[src/vector_distance_metric_defines.svh]
// Assertion macros for the vector distance block.
// Included by the top level; expects clk_i and rst_ni in scope.
`ifndef VECTOR_DISTANCE_METRIC_DEFINES_SVH
`define VECTOR_DISTANCE_METRIC_DEFINES_SVH

// Same-cycle implication, off during reset.
`define VDM_ASSERT_IMPL(lbl, ante, cons, msg) \
  lbl: assert property (@(posedge clk_i) disable iff (!rst_ni) (ante) |-> (cons)) \
    else $error(msg);

// Next-cycle implication, off during reset.
`define VDM_ASSERT_NEXT(lbl, ante, cons, msg) \
  lbl: assert property (@(posedge clk_i) disable iff (!rst_ni) (ante) |=> (cons)) \
    else $error(msg);

`endif

[src/vdm_pkg.sv]
// Shared types, constants and single-precision arithmetic functions
// for the vector distance block. No dependencies.
package vdm_pkg;

  localparam logic [1:0] METRIC_L2      = 2'd0;
  localparam logic [1:0] METRIC_COS     = 2'd1;
  localparam logic [1:0] METRIC_DOT     = 2'd2;
  localparam logic [1:0] METRIC_NEG_DOT = 2'd3;

  localparam logic [31:0] FP_ONE         = 32'h3F80_0000;
  localparam logic [31:0] FP_NEG_ONE     = 32'hBF80_0000;
  localparam logic [31:0] FP_TINY        = 32'h0DA2_4260;  // 1e-30
  localparam logic [31:0] FP_QBIT        = 32'h0040_0000;
  localparam logic [31:0] FP_DEFAULT_NAN = 32'hFFC0_0000;
  localparam logic [31:0] FP_CANON_NAN   = 32'h7FC0_0000;
  localparam logic [31:0] FP_SIGN        = 32'h8000_0000;
  localparam logic [30:0] FP_INF_MAG     = 31'h7F80_0000;

  typedef struct packed {
    logic [31:0] elem_a;
    logic [31:0] elem_b;
    logic        last;
  } vdm_item_t;

  typedef struct packed {
    logic busy;
    logic emit;
  } vdm_status_t;

  function automatic logic is_nan(input logic [31:0] x);
    return (x[30:23] == 8'hFF) && (x[22:0] != 23'd0);
  endfunction

  // Round to nearest even and pack; value is m * 2^k.
  function automatic logic [31:0] round_pack(input logic s, input int k,
                                             input logic [49:0] m);
    int          p;
    int          be;
    int          sh;
    logic [63:0] mw;
    logic [63:0] mant;
    logic [63:0] mask;
    logic        g;
    logic        st;
    logic        up;
    p  = 0;
    mw = {14'd0, m};
    if (m == 50'd0) return {s, 31'd0};
    for (int i = 0; i < 50; i++) begin
      if (m[i]) p = i;
    end
    be = p + k + 127;
    if (be < 1) be = 1;
    sh = be - 150 - k;
    if (sh <= 0) begin
      mant = mw << (-sh);
      g    = 1'b0;
      st   = 1'b0;
    end else if (sh > 63) begin
      mant = 64'd0;
      g    = 1'b0;
      st   = |mw;
    end else begin
      mant = mw >> sh;
      g    = mw[sh-1];
      mask = (64'd1 << (sh - 1)) - 64'd1;
      st   = |(mw & mask);
    end
    up   = g & (st | mant[0]);
    mant = mant + {63'd0, up};
    if (mant[24]) begin
      mant = mant >> 1;
      be   = be + 1;
    end
    if (be >= 255) return {s, 8'hFF, 23'd0};
    return {s, (mant[23] ? be[7:0] : 8'd0), mant[22:0]};
  endfunction

  // x + y, or x - y when sub is set; NaN of the first operand wins.
  function automatic logic [31:0] fp_addsub(input logic [31:0] x, input logic [31:0] y,
                                            input logic sub);
    logic [31:0] yv;
    logic        xi;
    logic        yi;
    logic [7:0]  ex;
    logic [7:0]  ey;
    logic [23:0] mx;
    logic [23:0] my;
    logic [7:0]  el;
    logic [23:0] ml;
    logic [23:0] ms;
    logic        sl;
    logic        ss;
    int          d;
    logic [26:0] mle;
    logic [26:0] mse;
    logic [26:0] mss;
    logic [26:0] mask;
    logic [27:0] sum;
    logic        sg;
    if (is_nan(x)) return x | FP_QBIT;
    if (is_nan(y)) return y | FP_QBIT;
    yv = y ^ (sub ? FP_SIGN : 32'd0);
    xi = (x[30:0] == FP_INF_MAG);
    yi = (yv[30:0] == FP_INF_MAG);
    if (xi && yi && (x[31] != yv[31])) return FP_DEFAULT_NAN;
    if (xi) return x;
    if (yi) return yv;
    ex = (x[30:23] == 8'd0) ? 8'd1 : x[30:23];
    ey = (yv[30:23] == 8'd0) ? 8'd1 : yv[30:23];
    mx = {x[30:23] != 8'd0, x[22:0]};
    my = {yv[30:23] != 8'd0, yv[22:0]};
    if (ex >= ey) begin
      el = ex; ml = mx; sl = x[31]; ms = my; ss = yv[31];
      d  = int'(ex) - int'(ey);
    end else begin
      el = ey; ml = my; sl = yv[31]; ms = mx; ss = x[31];
      d  = int'(ey) - int'(ex);
    end
    mle = {ml, 3'd0};
    mse = {ms, 3'd0};
    if (d >= 27) begin
      mss = {26'd0, ms != 24'd0};
    end else begin
      mask = (27'd1 << d) - 27'd1;
      mss  = (mse >> d) | {26'd0, |(mse & mask)};
    end
    if (sl == ss) begin
      sum = {1'b0, mle} + {1'b0, mss};
      sg  = sl;
    end else if (mle >= mss) begin
      sum = {1'b0, mle - mss};
      sg  = sl;
    end else begin
      sum = {1'b0, mss - mle};
      sg  = ss;
    end
    if (sum == 28'd0) return {x[31] & yv[31], 31'd0};
    return round_pack(sg, int'(el) - 153, {22'd0, sum});
  endfunction

  function automatic logic [31:0] fp_mul(input logic [31:0] x, input logic [31:0] y);
    logic        s;
    logic        xi;
    logic        yi;
    logic        xz;
    logic        yz;
    logic [7:0]  ex;
    logic [7:0]  ey;
    logic [23:0] mx;
    logic [23:0] my;
    logic [47:0] pr;
    if (is_nan(x)) return x | FP_QBIT;
    if (is_nan(y)) return y | FP_QBIT;
    s  = x[31] ^ y[31];
    xi = (x[30:0] == FP_INF_MAG);
    yi = (y[30:0] == FP_INF_MAG);
    xz = (x[30:0] == 31'd0);
    yz = (y[30:0] == 31'd0);
    if ((xi && yz) || (yi && xz)) return FP_DEFAULT_NAN;
    if (xi || yi) return {s, FP_INF_MAG};
    if (xz || yz) return {s, 31'd0};
    ex = (x[30:23] == 8'd0) ? 8'd1 : x[30:23];
    ey = (y[30:23] == 8'd0) ? 8'd1 : y[30:23];
    mx = {x[30:23] != 8'd0, x[22:0]};
    my = {y[30:23] != 8'd0, y[22:0]};
    pr = mx * my;
    return round_pack(s, int'(ex) + int'(ey) - 300, {2'd0, pr});
  endfunction

endpackage

[src/vdm_front.sv]
// Front end: takes element pairs off the input channel into a short queue.
// Depends on vdm_pkg for the queued word type.
module vdm_front #(
  parameter int Depth = 2
) (
  input  logic              clk_i,
  input  logic              rst_ni,
  input  logic              in_valid_i,
  output logic              in_ready_o,
  input  logic [31:0]       elem_a_i,
  input  logic [31:0]       elem_b_i,
  input  logic              last_element_i,
  output vdm_pkg::vdm_item_t head_o,
  output logic              head_valid_o,
  input  logic              pop_i
);

  localparam int PtrW = (Depth > 1) ? $clog2(Depth) : 1;
  localparam int CntW = $clog2(Depth + 1);

  vdm_pkg::vdm_item_t mem_q [Depth];
  logic [PtrW-1:0] wr_ptr_q, wr_ptr_d;
  logic [PtrW-1:0] rd_ptr_q, rd_ptr_d;
  logic [CntW-1:0] cnt_q, cnt_d;
  logic push;

  assign in_ready_o   = (cnt_q != CntW'(Depth));
  assign head_valid_o = (cnt_q != '0);
  assign head_o       = mem_q[rd_ptr_q];
  assign push         = in_valid_i & in_ready_o;

  always_comb begin
    wr_ptr_d = wr_ptr_q;
    rd_ptr_d = rd_ptr_q;
    cnt_d    = cnt_q;
    if (push) begin
      wr_ptr_d = (wr_ptr_q == PtrW'(Depth - 1)) ? '0 : wr_ptr_q + 1'b1;
    end
    if (pop_i) begin
      rd_ptr_d = (rd_ptr_q == PtrW'(Depth - 1)) ? '0 : rd_ptr_q + 1'b1;
    end
    if (push && !pop_i) begin
      cnt_d = cnt_q + 1'b1;
    end else if (!push && pop_i) begin
      cnt_d = cnt_q - 1'b1;
    end
  end

  always_ff @(posedge clk_i or negedge rst_ni) begin
    if (!rst_ni) begin
      wr_ptr_q <= '0;
      rd_ptr_q <= '0;
      cnt_q    <= '0;
    end else begin
      wr_ptr_q <= wr_ptr_d;
      rd_ptr_q <= rd_ptr_d;
      cnt_q    <= cnt_d;
    end
  end

  always_ff @(posedge clk_i) begin
    if (push) begin
      mem_q[wr_ptr_q] <= '{elem_a: elem_a_i, elem_b: elem_b_i, last: last_element_i};
    end
  end

endmodule

[config.mk]
export PLATFORM = sky130hd
export DESIGN_NAME = vdm_front
export DESIGN_NICKNAME = d
export VERILOG_FILES = /design/src/vector_distance_metric_defines.svh /design/src/vdm_pkg.sv /design/src/vdm_front.sv
export SDC_FILE = /design/constraint.sdc
export NUM_CORES = 1
export LEC_CHECK = 0
export ABC_AREA = 1
export BUFFER_PORTS_ARGS = -buffer_cell sky130_fd_sc_hd__buf_2
export CAP_MARGIN = 30
export CORE_ASPECT_RATIO = 2
export CORE_MARGIN = 10
export CORE_UTILIZATION = 55
export DETAILED_ROUTE_END_ITERATION = 10
export GPL_TIMING_DRIVEN = 0
export PLACE_DENSITY = 0.93
export SYNTH_ARGS = -nofsm -noshare
export SYNTH_HDL_FRONTEND = slang
export SYNTH_SLANG_ARGS = --single-unit
[constraint.sdc]
create_clock -name clk_i -period 6.7 [get_ports clk_i]
set_clock_uncertainty 0.15 [all_clocks]
set_input_delay 0.67 -clock clk_i [delete_from_list [all_inputs] [get_ports clk_i]]
set_output_delay 0.67 -clock clk_i [all_outputs]
set_load 0.05 [all_outputs]
## Word level (Yosys, flattened, before mapping)

Memory sizes are Yosys's and may differ from the RTL's.
Cells that the tools add are included.

| operators by class | value |
|---|---|
| eq/ne operators | 1 |
| bitwise logic cells | 1 |
| reductions and logical operators | 6 |
| add/sub/neg operators | 4 |
| multiplexer cells | 6 |

Operators with widths:

| kind | count |
|---|---|
| $mux 1 | 4 |
| $mux 2 | 2 |
| $reduce_bool 2->1 | 2 |
| $add 1x1->1 const B | 2 |
| $add 2x1->2 const B | 1 |
| $logic_and 1x1->1 | 2 |
| $logic_not 1->1 | 2 |
| $ne 2x2->1 const B | 1 |
| $sub 2x1->2 const B | 1 |
| $and 1x1->1 | 1 |

| storage, ports and cells | value |
|---|---|
| register bits | 4 |
| word-level logic and storage cells | 22 |
| memory bits (writable) | 130 |
| memories | 1 |
| input bits | 69 |
| output and inout port bits | 67 |

Memories:

| memory | depth | bits a word | read ports | clocked after memory_dff | write ports | line | text |
|---|---|---|---|---|---|---|---|
| mem_q | 2 | 65 | 1 | 0 | 1 | vdm_front.sv:21 | `vdm_pkg::vdm_item_t mem_q [Depth];` |

## Logic depth before layout (Yosys ltp)

Gate-level depths: netlist of the first run.

| depth | value |
|---|---|
| depth after elaboration | 6 |
| mapped depth | 10 |
| mapped depth without buffers | 10 |

## Worst setup path after synthesis of the first run

No wires, ideal clock.

| timing path | value |
|---|---|
| path kind | register -> register |
| from | register cnt_q[0] |
| to | memory mem_q[0][0] (netlist bit), enable pin |
| clock period less this slack | 4.375 ns |
| setup slack | 2.325 ns |
| required time | 6.061 ns |
| stages on the path, launching flop included | 5 |
| arrival | 3.737 ns |
| path buffers | 0 |
| setup time | 0.489 ns |
| path through | dfrtp_1 inv_1 nand2_1 nand2_1 nor2_1 |

| on the way | value |
|---|---|
| longest elaborated chain between the ends | 4 |

RTL lines:

| element | line | text |
|---|---|---|
| start: declaration | vdm_front.sv:24 | `logic [CntW-1:0] cnt_q, cnt_d;` |
| start signal: assignment | vdm_front.sv:57 | `cnt_q <= cnt_d;` |
| $ne 2x2->1 | vdm_front.sv:27 | `assign in_ready_o = (cnt_q != CntW'(Depth));` |
| net in_ready_o | vdm_front.sv:9 | `output logic in_ready_o,` |
| $and 1x1->1 | vdm_front.sv:30 | `assign push = in_valid_i & in_ready_o;` |
| $mux 1 | vdm_front.sv:62 | `if (push) begin` |
| $mux 1 (not written as such) | vdm_front.sv:63 | `mem_q[wr_ptr_q] <= '{elem_a: elem_a_i, elem_b: elem_b_i, last: last_element_i};` |
| end: declaration | vdm_front.sv:21 |  |

The timed path passes the listed nets, and every way through them passes these cells.

==> results of run 1 <==
-- per-layer routing --
| layer | up-vias | routed length, µm | track usage [%] |
|---|---|---|---|
| met2 | 97 | 5933 | 27.61 |
| met5 | - | 19 | 0 |
| met3 | 36 | 669 | 5.230 |
| met4 | 4 | 480 | 10.61 |
| met1 | 1259 | 3268 | 14.39 |
| li1 | 1206 | - | - |
-- cells by family after synthesis --
logic type	after synthesis	share of synthesized area [%]
buffers and inverters	14	1.829
AND/OR/NAND/NOR	11	0.8899
adder cells (fa/ha/maj)	1	0.2471
multiplexers	65	17.42
XOR/XNOR	3	0.5191
flip-flops	134	79.09
-- synthesized netlist by cell type --
library cell,n,area [µm²]
nand3_1,1,5.000
inv_1,7,26.28
mux2_4,40,600.6
ha_1,1,12.51
buf_2,2,10.01
buf_6,5,56.30
nand2_1,7,26.28
nand4_1,1,6.260
xnor2_1,1,8.760
edfxtp_1,130,3904
xor2_1,2,17.52
nor2_1,2,7.510
mux2_2,25,281.5
dfrtp_1,4,100.1
-- worst max-delay path, cell delays in order (launching register included) --
cell	delay, ps
dfrtp_1	360
buf_6	170
buf_6	190
mux2_4	320
buf_2	210
-- worst paths after layout --
| kind | startpoint | endpoint | slack (ps) | cells after the start |
|---|---|---|---|---|
| max in group asynchronous | rst_ni | wr_ptr_q$_DFFE_PN0N_ | 5800 | 2 |
| setup reg to reg | cnt_q[0]$_DFFE_PN0P_ | mem_q[0][14]$_DFFE_PP_ | 4370 | 5 |
| setup / recovery | rd_ptr_q$_DFFE_PN0P_ | head_o[2] | 4210 | 4 |
| min in group asynchronous | rst_ni | cnt_q[0]$_DFFE_PN0P_ | 470 | 2 |
| hold / removal | elem_a_i[27] | mem_q[0][60]$_DFFE_PP_ | 300 | 1 |
| hold reg to reg | cnt_q[1]$_DFFE_PN0P_ | cnt_q[1]$_DFFE_PN0P_ | 390 | 2 |
-- area by class of cell --
cell class                      count  area (µm²)  area share [%]
Clock inverter                     12       182.7           2.787
Tap cell                          102       127.6           1.947
Multi-Input combinational cell     80       980.9           14.96
Buffer                              7       66.31           1.012
Antenna cell                        2       5.005         0.07635
Inverter                            7       26.28          0.4008
Sequential cell                   134        4004           61.08
Timing Repair Buffer              138       725.7           11.07
Clock buffer                       20       436.7           6.662
-- state kept, by name (all words and copies together), names as in the netlist --
name,cells
mem_q,130
cnt_q,2
rd_ptr_q,1
wr_ptr_q,1
-- layout by cell type (no fill, tap or decap), drive strengths merged, types with 2 or more instances in the layout --
cell type	instances
nor2	2
nand2	7
clkinv	6
mux2	65
edfxtp	130
clkbuf	20
xor2	2
diode	2
buf	144
bufinv	5
inv	7
dfrtp	4
-- power groups by stage --
stage	registers [mW]	clock network (mW)	logic [mW]
final	1.20	0.962	1.48
after global placement	1.23	0	1.44
after floorplan	1.21	0	1.18
after detailed placement	1.22	0	1.49
after CTS	1.20	0.981	1.50
after global routing	1.22	1.02	1.54
-- metrics by stage --
stage | utilization (%) | area (µm²) | setup slack [ps] | power (mW)
final | 72.73 | 6555 | 4208 | 3.640
after CTS | 72.68 | 6550 | 4173 | 3.681
after detailed placement | 65.69 | 5921 | 4166 | 2.708
after floorplan | - | 5062 | 2325 | 2.392
after global placement | 65.08 | 5866 | 1297 | 2.668
after global routing | 72.73 | 6555 | 4132 | 3.780
-- repair_timing --
action	CTS	global route
gates resized for setup	0	0
hold buffers	1	0
endpoints found under the hold margin	4	0
==> flow_summary.toml, run 1 <==
[pwr]
p_clk_share_pct = 26.4
switching_share_pct = 38.19
p_switching_mw = 1.390
ir_worst_vdd_mv = 0.4518
combPwrFrac_pct = 40.6
power.leakage_nw = 2.650
power_density_nw_per_um2 = 555.3
seq_power_share_pct = 33.0
internal_power_mw = 2.250

[synth]
ys_seq_area_share_pct = 79.09
netlist_area_um2 = 5062
synth_warnings = 0
netlist_instances = 228
ys_seq_elements = 134
synth_nets = 298
synth_cell_types = 14
synth.avg_cell_area_um2 = 22.20

[clocking]
clk_pin_slew_ps = 50
postCtsSetupRepairBufs = 0
cts_buffers = 17
cts_tree = "built"
clock_latency_ps = 400
cts_num_sinks = 134
cts_max_level = 4
cts_root_buf = "clkbuf_16"
ctsLongestPathBuffers = 2

[grt]
grt_pass1_vias = 2942
grt_pass1_wl_um = 15840
antenna_found_initial = 4
overflow = 0
grt_max_degree = 35
grtUsageTotal_pct = 15.67

[layout]
syn2layout_area_growth_pct = 29.49
fin_nets = 455
drive_above_1_share_pct = 59.30
instances_no_fill = 502
nFillCells = 563

[hold_path]
hold_path.class = "input pin to flop"

[setup_path]
cp.arrival_ps = 1670
cp-end-kind = "primary output"
cp.required_ps = 5880
path_class = "flop to primary output"
critical_path.max_fanout = 10
worstSetupStartpointType = "flop"

[detailed_routing]
wl_um = 10370
vias_per_cell = 5.183
wl_per_cell_um = 20.66
remaining_drc_errors = 0
drtAntennaViolNets = 0
first_pass_iters = 4
drt-initial-drc-count = 124
num_vias = 2602

[sta]
setup_viol = 0
fin_tns_setup_ps = 0
tightest_slew_ps = 968.6
hold_viol_final = 0
slew_violations = 0
rsz0062_at_grt = "false"
timing.final.crit_period_ps = 2492
max_freq_ghz = 0.4013
relSlewSlack_pct = 35.27
holdWs_ps = 304.5
period_share_pct = 37.19

[placed_design]
place.gp.congestion = 0.7219
port-buffer-count = 135
placed_cells = 467
dp_hpwl_um = 7485

[die]
rows = 49
dieArea_um2 = 13670
dieWidth_um = 87.84
die_h_um = 155.7
start_util_pct = 56.17
core_area_um2 = 9012
io_pins = 136

[job]
drv_cap = 0

[status]
status = "complete, no violations"
Note: power is estimated with default switching activity, not from simulation.
==> run 2, diff against run 1 <==
- CORE_UTILIZATION: 55 -> 52
- PLACE_DENSITY: 0.93 -> 0.89
- clock period: 6.7 -> 2.3 ns (I/O delays scaled with it)
==> run 2 against run 1 <==
Effect of this change:
- first-iteration DRC count grew 15%
- die area up 4.7%
- routed wire length increased by 13%
- clock-buffer cell count increased by 2
- power increased to 2.8 times the previous value
- worst hold slack got worse by 280 ps
- flip-flop and latch count is the same
- final cell count up 19%
- non-clock buffer count up 69
- combinational power grew to 3.0 times the previous value
- critical path depth is the same
- clock power grew 140%
- critical path type unchanged
- largest power group unchanged
==> flow_summary.toml, run 2 (same netlist as run 1, synthesis figures left out) <==
[pwr]
power_density_nw_per_um2 = 1433
power.leakage_nw = 2.917
ir_worst_vdd_mv = 1.009
p_total_mw = 10.34

[sta]
period_share_pct = 89.81
relSlewSlack_pct = 67.94
setup_viol = 0
rsz0062_at_grt = "false"
hold_viol_final = 0
max_freq_ghz = 0.4841
tightest_slew_ps = 479.7
timing.final.crit_period_ps = 2066
fin_tns_setup_ps = 0
slew_violations = 0
holdWs_ps = 29.24

[placed_design]
postPlaceCellArea_um2 = 6011
dp_hpwl_um = 7647
port-buffer-count = 135
placed_cells = 497
place.gp.congestion = 0.7316

[status]
status = "complete, no violations"

[setup_path]
rr_startpoint = "cnt_q[0]$_DFFE_PN0P_"
cp-end-kind = "primary output"
cpMaxStageDelayCell = "dfrtp_1"
worstReg2RegEnd = "mem_q[0][18]$_DFFE_PP_"
cp.arrival_ps = 1690
r2r_slack_ps = 470
worstSetupStartpointType = "flop"
crit_path_start = "rd_ptr_q$_DFFE_PN0P_"
path_cells = "buf_6 -> buf_6 -> mux2_4 -> buf_2"
cpPeakStageDelay_ps = 370
path_class = "flop to primary output"
crit_top_cell = "buf_6"
cp.required_ps = 1920
rr_worst_depth = 5
critical_path.max_fanout = 10

[grt]
grt_util_met3_pct = 5.094
antenna_found_initial = 0
grt_use_met2_pct = 31.92
grtUsageTotal_pct = 17.02
grt_pass1_wl_um = 18840
grt.busiest_layer = "met2"
overflow = 0
grt_pass1_vias = 3330
grt_max_degree = 29
met1_usage_pct = 15.59

[hold_path]
hold_path.class = "input pin to flop"
holdPathStages = 3
min_from = "in_valid_i"
min_to = "wr_ptr_q$_DFFE_PN0N_"

[layout]
largest_register = "mem_q"
final_cell_area_um2 = 7214
antenna_cells = 0
instances_no_fill = 597
largestRegisters = "mem_q (130), cnt_q (2)"
fin_nets = 524
final_common_cell = "buf_2"
largest_reg_flops = 130
final_cell_mix = "137 x buf_2, 130 x edfxtp_1, 68 x dlygate4sd3_1, 40 x mux2_4, 25 x mux2_2"
drive_above_1_share_pct = 52.25
syn2layout_area_growth_pct = 42.51

[detailed_routing]
wl_um = 11730
vias_per_cell = 4.863
drtAntennaViolNets = 0
remaining_drc_errors = 0
drt-initial-drc-count = 142
wl_per_cell_um = 19.64
num_vias = 2903
first_pass_iters = 4

[clocking]
cts_resized = 0
cts_buffers = 17
postCtsSetupRepairBufs = 0
cts_num_sinks = 134
cts_tree = "built"
cts_root_buf = "clkbuf_16"
ctsLongestPathBuffers = 2
clk_pin_slew_ps = 60
clock_latency_ps = 400
cts_max_level = 4

[die]
core_area_um2 = 9447
die_h_um = 159.5
dieWidth_um = 89.77
start_util_pct = 53.59
dieArea_um2 = 14320
io_pins = 136
rows = 50

[job]
drv_cap = 0
==> run 2: changes by cell type in the layout (fill, tap and decap cells not counted) <==
| cell | previous run | this run |
|---|---|---|
| dlygate4sd3_1 | 1 | 68 |
| bufinv_16 | 5 | 0 |
| clkinv_2 | 2 | 7 |
| clkinv_1 | 4 | 0 |
| buf_12 | 2 | 4 |
| clkbuf_8 | 0 | 2 |
| diode_2 | 2 | 0 |
| nand2_1 | 7 | 5 |
| nand2_4 | 0 | 2 |
| clkinv_4 | 0 | 1 |
| clkinvlp_4 | 1 | 2 |
==> run 2: repair_timing <==
item	4_1_cts	5_1_grt
hold buffers	68	0
setup endpoints to repair	0	0
endpoints found under the hold margin	135	0
==> run 2: worst max-delay path by stage <==
stage | end | cells past startpoint
6_report | head_o[21] | 4
4_1_cts | head_o[21] | 4
2_1_floorplan | mem_q[0][0]$_DFFE_PP_ | 4
5_1_grt | head_o[25] | 4
3_5_place_dp | mem_q[0][33]$_DFFE_PP_ | 5
3_3_place_gp | mem_q[0][33]$_DFFE_PP_ | 4
==> run 2: where the power goes <==
group          leakage [nW]  internal, mW  switching, mW
logic                  1.40          1.43           3.07
clock network         0.259          1.42          0.908
registers              1.26          3.34          0.172
total                  2.92          6.19           4.15
==> run 2: critical path: cells and delay by family, from the launching register on <==
kind / cells / cell delay [ps]
buffers and inverters: 3 / 590
DFF: 1 / 370
muxes: 1 / 330
==> run 2: area by class of cell <==
cell class	count	area [µm²]
inverters	7	26.28
flip-flops and latches	134	4004
clock inverters	10	58.81
plain buffers	7	66.31
repair buffers	207	1436
clock buffers	22	464.2
well taps	130	162.7
fillers	511	2232
multi-input cells	80	996.0
==> run 2: layer usage <==
layer | up-vias | wire [µm] | share of wire [%]
met4 | 0 | 389 | 3.3
met3 | 28 | 634 | 5.4
li1 | 1347 | - | -
met1 | 1424 | 3765 | 32
met5 | - | 0 | 0
met2 | 104 | 6938 | 59
==> run 2: stage by stage <==
stage / setup slack, ps / utilization (%)
after floorplan: 25.11 / -
after global placement: -286.0 / 62.78
after detailed placement: 497.4 / 63.63
after CTS: 194.1 / 76.37
after global routing: 133.2 / 76.37
final: 234.4 / 76.37
==> run 3, diff against run 2 <==
- CELL_PAD_IN_SITES_DETAIL_PLACEMENT: default -> 1
- CELL_PAD_IN_SITES_GLOBAL_PLACEMENT: default -> 2
- CORE_UTILIZATION: 52 -> 38
- RECOVER_POWER: default -> 100
==> run 3 against run 2 <==
Effect of this change:
- final cell count rose by 4.2%
- non-clock buffer count grew 1
- worst hold slack better by 330 ps
- largest cell class unchanged
- critical endpoint is now head_o[0]
- routed wire length is 6.0% higher
- via count is 0.28% higher
- flip-flop and latch count unchanged
- combinational power is essentially flat
- global-route usage decreased by 3.1 points
==> flow_summary.toml, run 3 (same netlist as run 1, synthesis figures left out) <==
[grt]
antenna_found_initial = 2
grt_pass1_vias = 3416
overflow = 0
grt_pass1_wl_um = 19510
grt_max_degree = 25
grtUsageTotal_pct = 13.94

[placed_design]
place.gp.congestion = 0.6633
dp_hpwl_um = 8614
postPlaceCellArea_um2 = 6053
port-buffer-count = 135

[layout]
syn2layout_area_growth_pct = 43.20
largestRegisters = "mem_q (130), cnt_q (2)"
final_cell_area_um2 = 7249
largest_register = "mem_q"
nFillCells = 1246
regArea_um2 = 4004
final_cell_mix = "130 x edfxtp_1, 69 x dlygate4sd3_1, 60 x clkbuf_2, 59 x clkbuf_1, 40 x mux2_4"
drive_above_1_share_pct = 39.10
final_common_cell = "edfxtp_1"
largest_reg_flops = 130
fin_nets = 525
multiInputGateArea_um2 = 996.0

[clocking]
postCtsSetupRepairBufs = 0
ctsLongestPathBuffers = 2
clk_pin_slew_ps = 60
cts_num_sinks = 134
clock_latency_ps = 400
cts_tree = "built"
cts_buffers = 17
cts_root_buf = "clkbuf_16"
cts_max_level = 4

[sta]
period_share_pct = 95.16
setup_viol = 0
relSlewSlack_pct = 50.19
rsz0062_at_grt = "true"
tightest_slew_ps = 745.4
max_freq_ghz = 0.4569
slew_violations = 0
hold_viol_final = 0
timing.final.crit_period_ps = 2189
fin_tns_setup_ps = 0

[setup_path]
critical_path.max_fanout = 10
cp.required_ps = 1920
crit_path_start = "rd_ptr_q$_DFFE_PN0P_"
cp-end-kind = "primary output"
worstSetupStartpointType = "flop"
rr_startpoint = "cnt_q[0]$_DFFE_PN0P_"
cp.arrival_ps = 1810
path_class = "flop to primary output"

[detailed_routing]
remaining_drc_errors = 0
wl_um = 12430
first_pass_iters = 4
num_vias = 2911
vias_per_cell = 4.680
drtAntennaViolNets = 0
drt-initial-drc-count = 84
wl_per_cell_um = 19.98

[status]
status = "complete, no violations"

[die]
die_h_um = 183.2
dieWidth_um = 101.6
core_area_um2 = 13070
io_pins = 136
start_util_pct = 38.74
rows = 59
dieArea_um2 = 18620

[pwr]
ir_worst_vdd_mv = 0.9925
power.leakage_nw = 2.794
power_density_nw_per_um2 = 1472

[job]
drv_cap = 0

[hold_path]
hold_path.class = "flop to flop"
min_from = "cnt_q[0]$_DFFE_PN0P_"
## run 3: cell types whose count changed in the layout (fill, tap and decap cells not counted), sizes merged
cell         delta
inv             +1
clkinv          -1
bufinv          +3
dlygate4sd3     +1
clkbuf        +118
buf           -121
diode           +2
## run 3: through the flow
stage / instances / hold slack (ps) / total power, mW / utilization, % / setup slack, ps
after CTS: 620 / 361.7 / 10.85 / 56.12 / 80.09
after detailed placement: 519 / -105.4 / 8.049 / 46.33 / 92.90
after floorplan: 228 / -215.6 / 6.965 / - / 25.11
after global routing: 622 / 369.4 / 11.12 / 55.48 / -25.34
final: 622 / 358.9 / 10.67 / 55.48 / 111.3
after global placement: 515 / -110.3 / 7.813 / 45.60 / -358.0
## run 3: path summary, 6_finish.rpt
kind | end | slack [ps] | cells past startpoint
min in group asynchronous | wr_ptr_q$_DFFE_PN0N_ | 590 | 3
min | cnt_q[0]$_DFFE_PN0P_ | 360 | 1
max in group asynchronous | cnt_q[0]$_DFFE_PN0P_ | 1230 | 3
min reg2reg | cnt_q[0]$_DFFE_PN0P_ | 360 | 1
max | head_o[0] | 110 | 4
max reg2reg | mem_q[1][44]$_DFFE_PP_ | 120 | 6
## run 3: cell type report
class / count / area share (%)
inverter: 7 / 0.3624
multi-input combinational: 80 / 13.74
antenna: 2 / 0.06904
timing repair buffer: 208 / 19.14
clock buffer: 19 / 5.972
buffer: 7 / 0.7076
sequential: 134 / 55.23
tap: 152 / 2.623
clock inverter: 13 / 2.157
## run 3: what timing repair did
item / in CTS / in global routing
gates resized for setup: 0 / 0
endpoints found under the setup margin: 0 / 43
hold endpoints to repair: 136 / 0
hold buffers: 69 / 0
## run 3: critical path: stages (launching register included)
cell and delay, ps:
dfrtp_1 380, buf_6 160, clkbuf_4 280, mux2_4 320, clkbuf_2 250
## run 3: layer usage
metal	vias up	GRT usage, %	part of all wire [%]
li1	1346	-	-
met3	11	4.142	5.1
met2	91	26.33	59
met1	1463	13.29	34
met4	0	5.872	1.9
met5	-	0	0
## run 3: where the power goes
part           total, mW  internal (mW)  switching [mW]  leakage [nW]
logic               4.49           1.40            3.09          1.26
clock network       2.68           1.70           0.985         0.280
registers           3.50           3.34           0.164          1.26
total               10.7           6.43            4.24          2.79
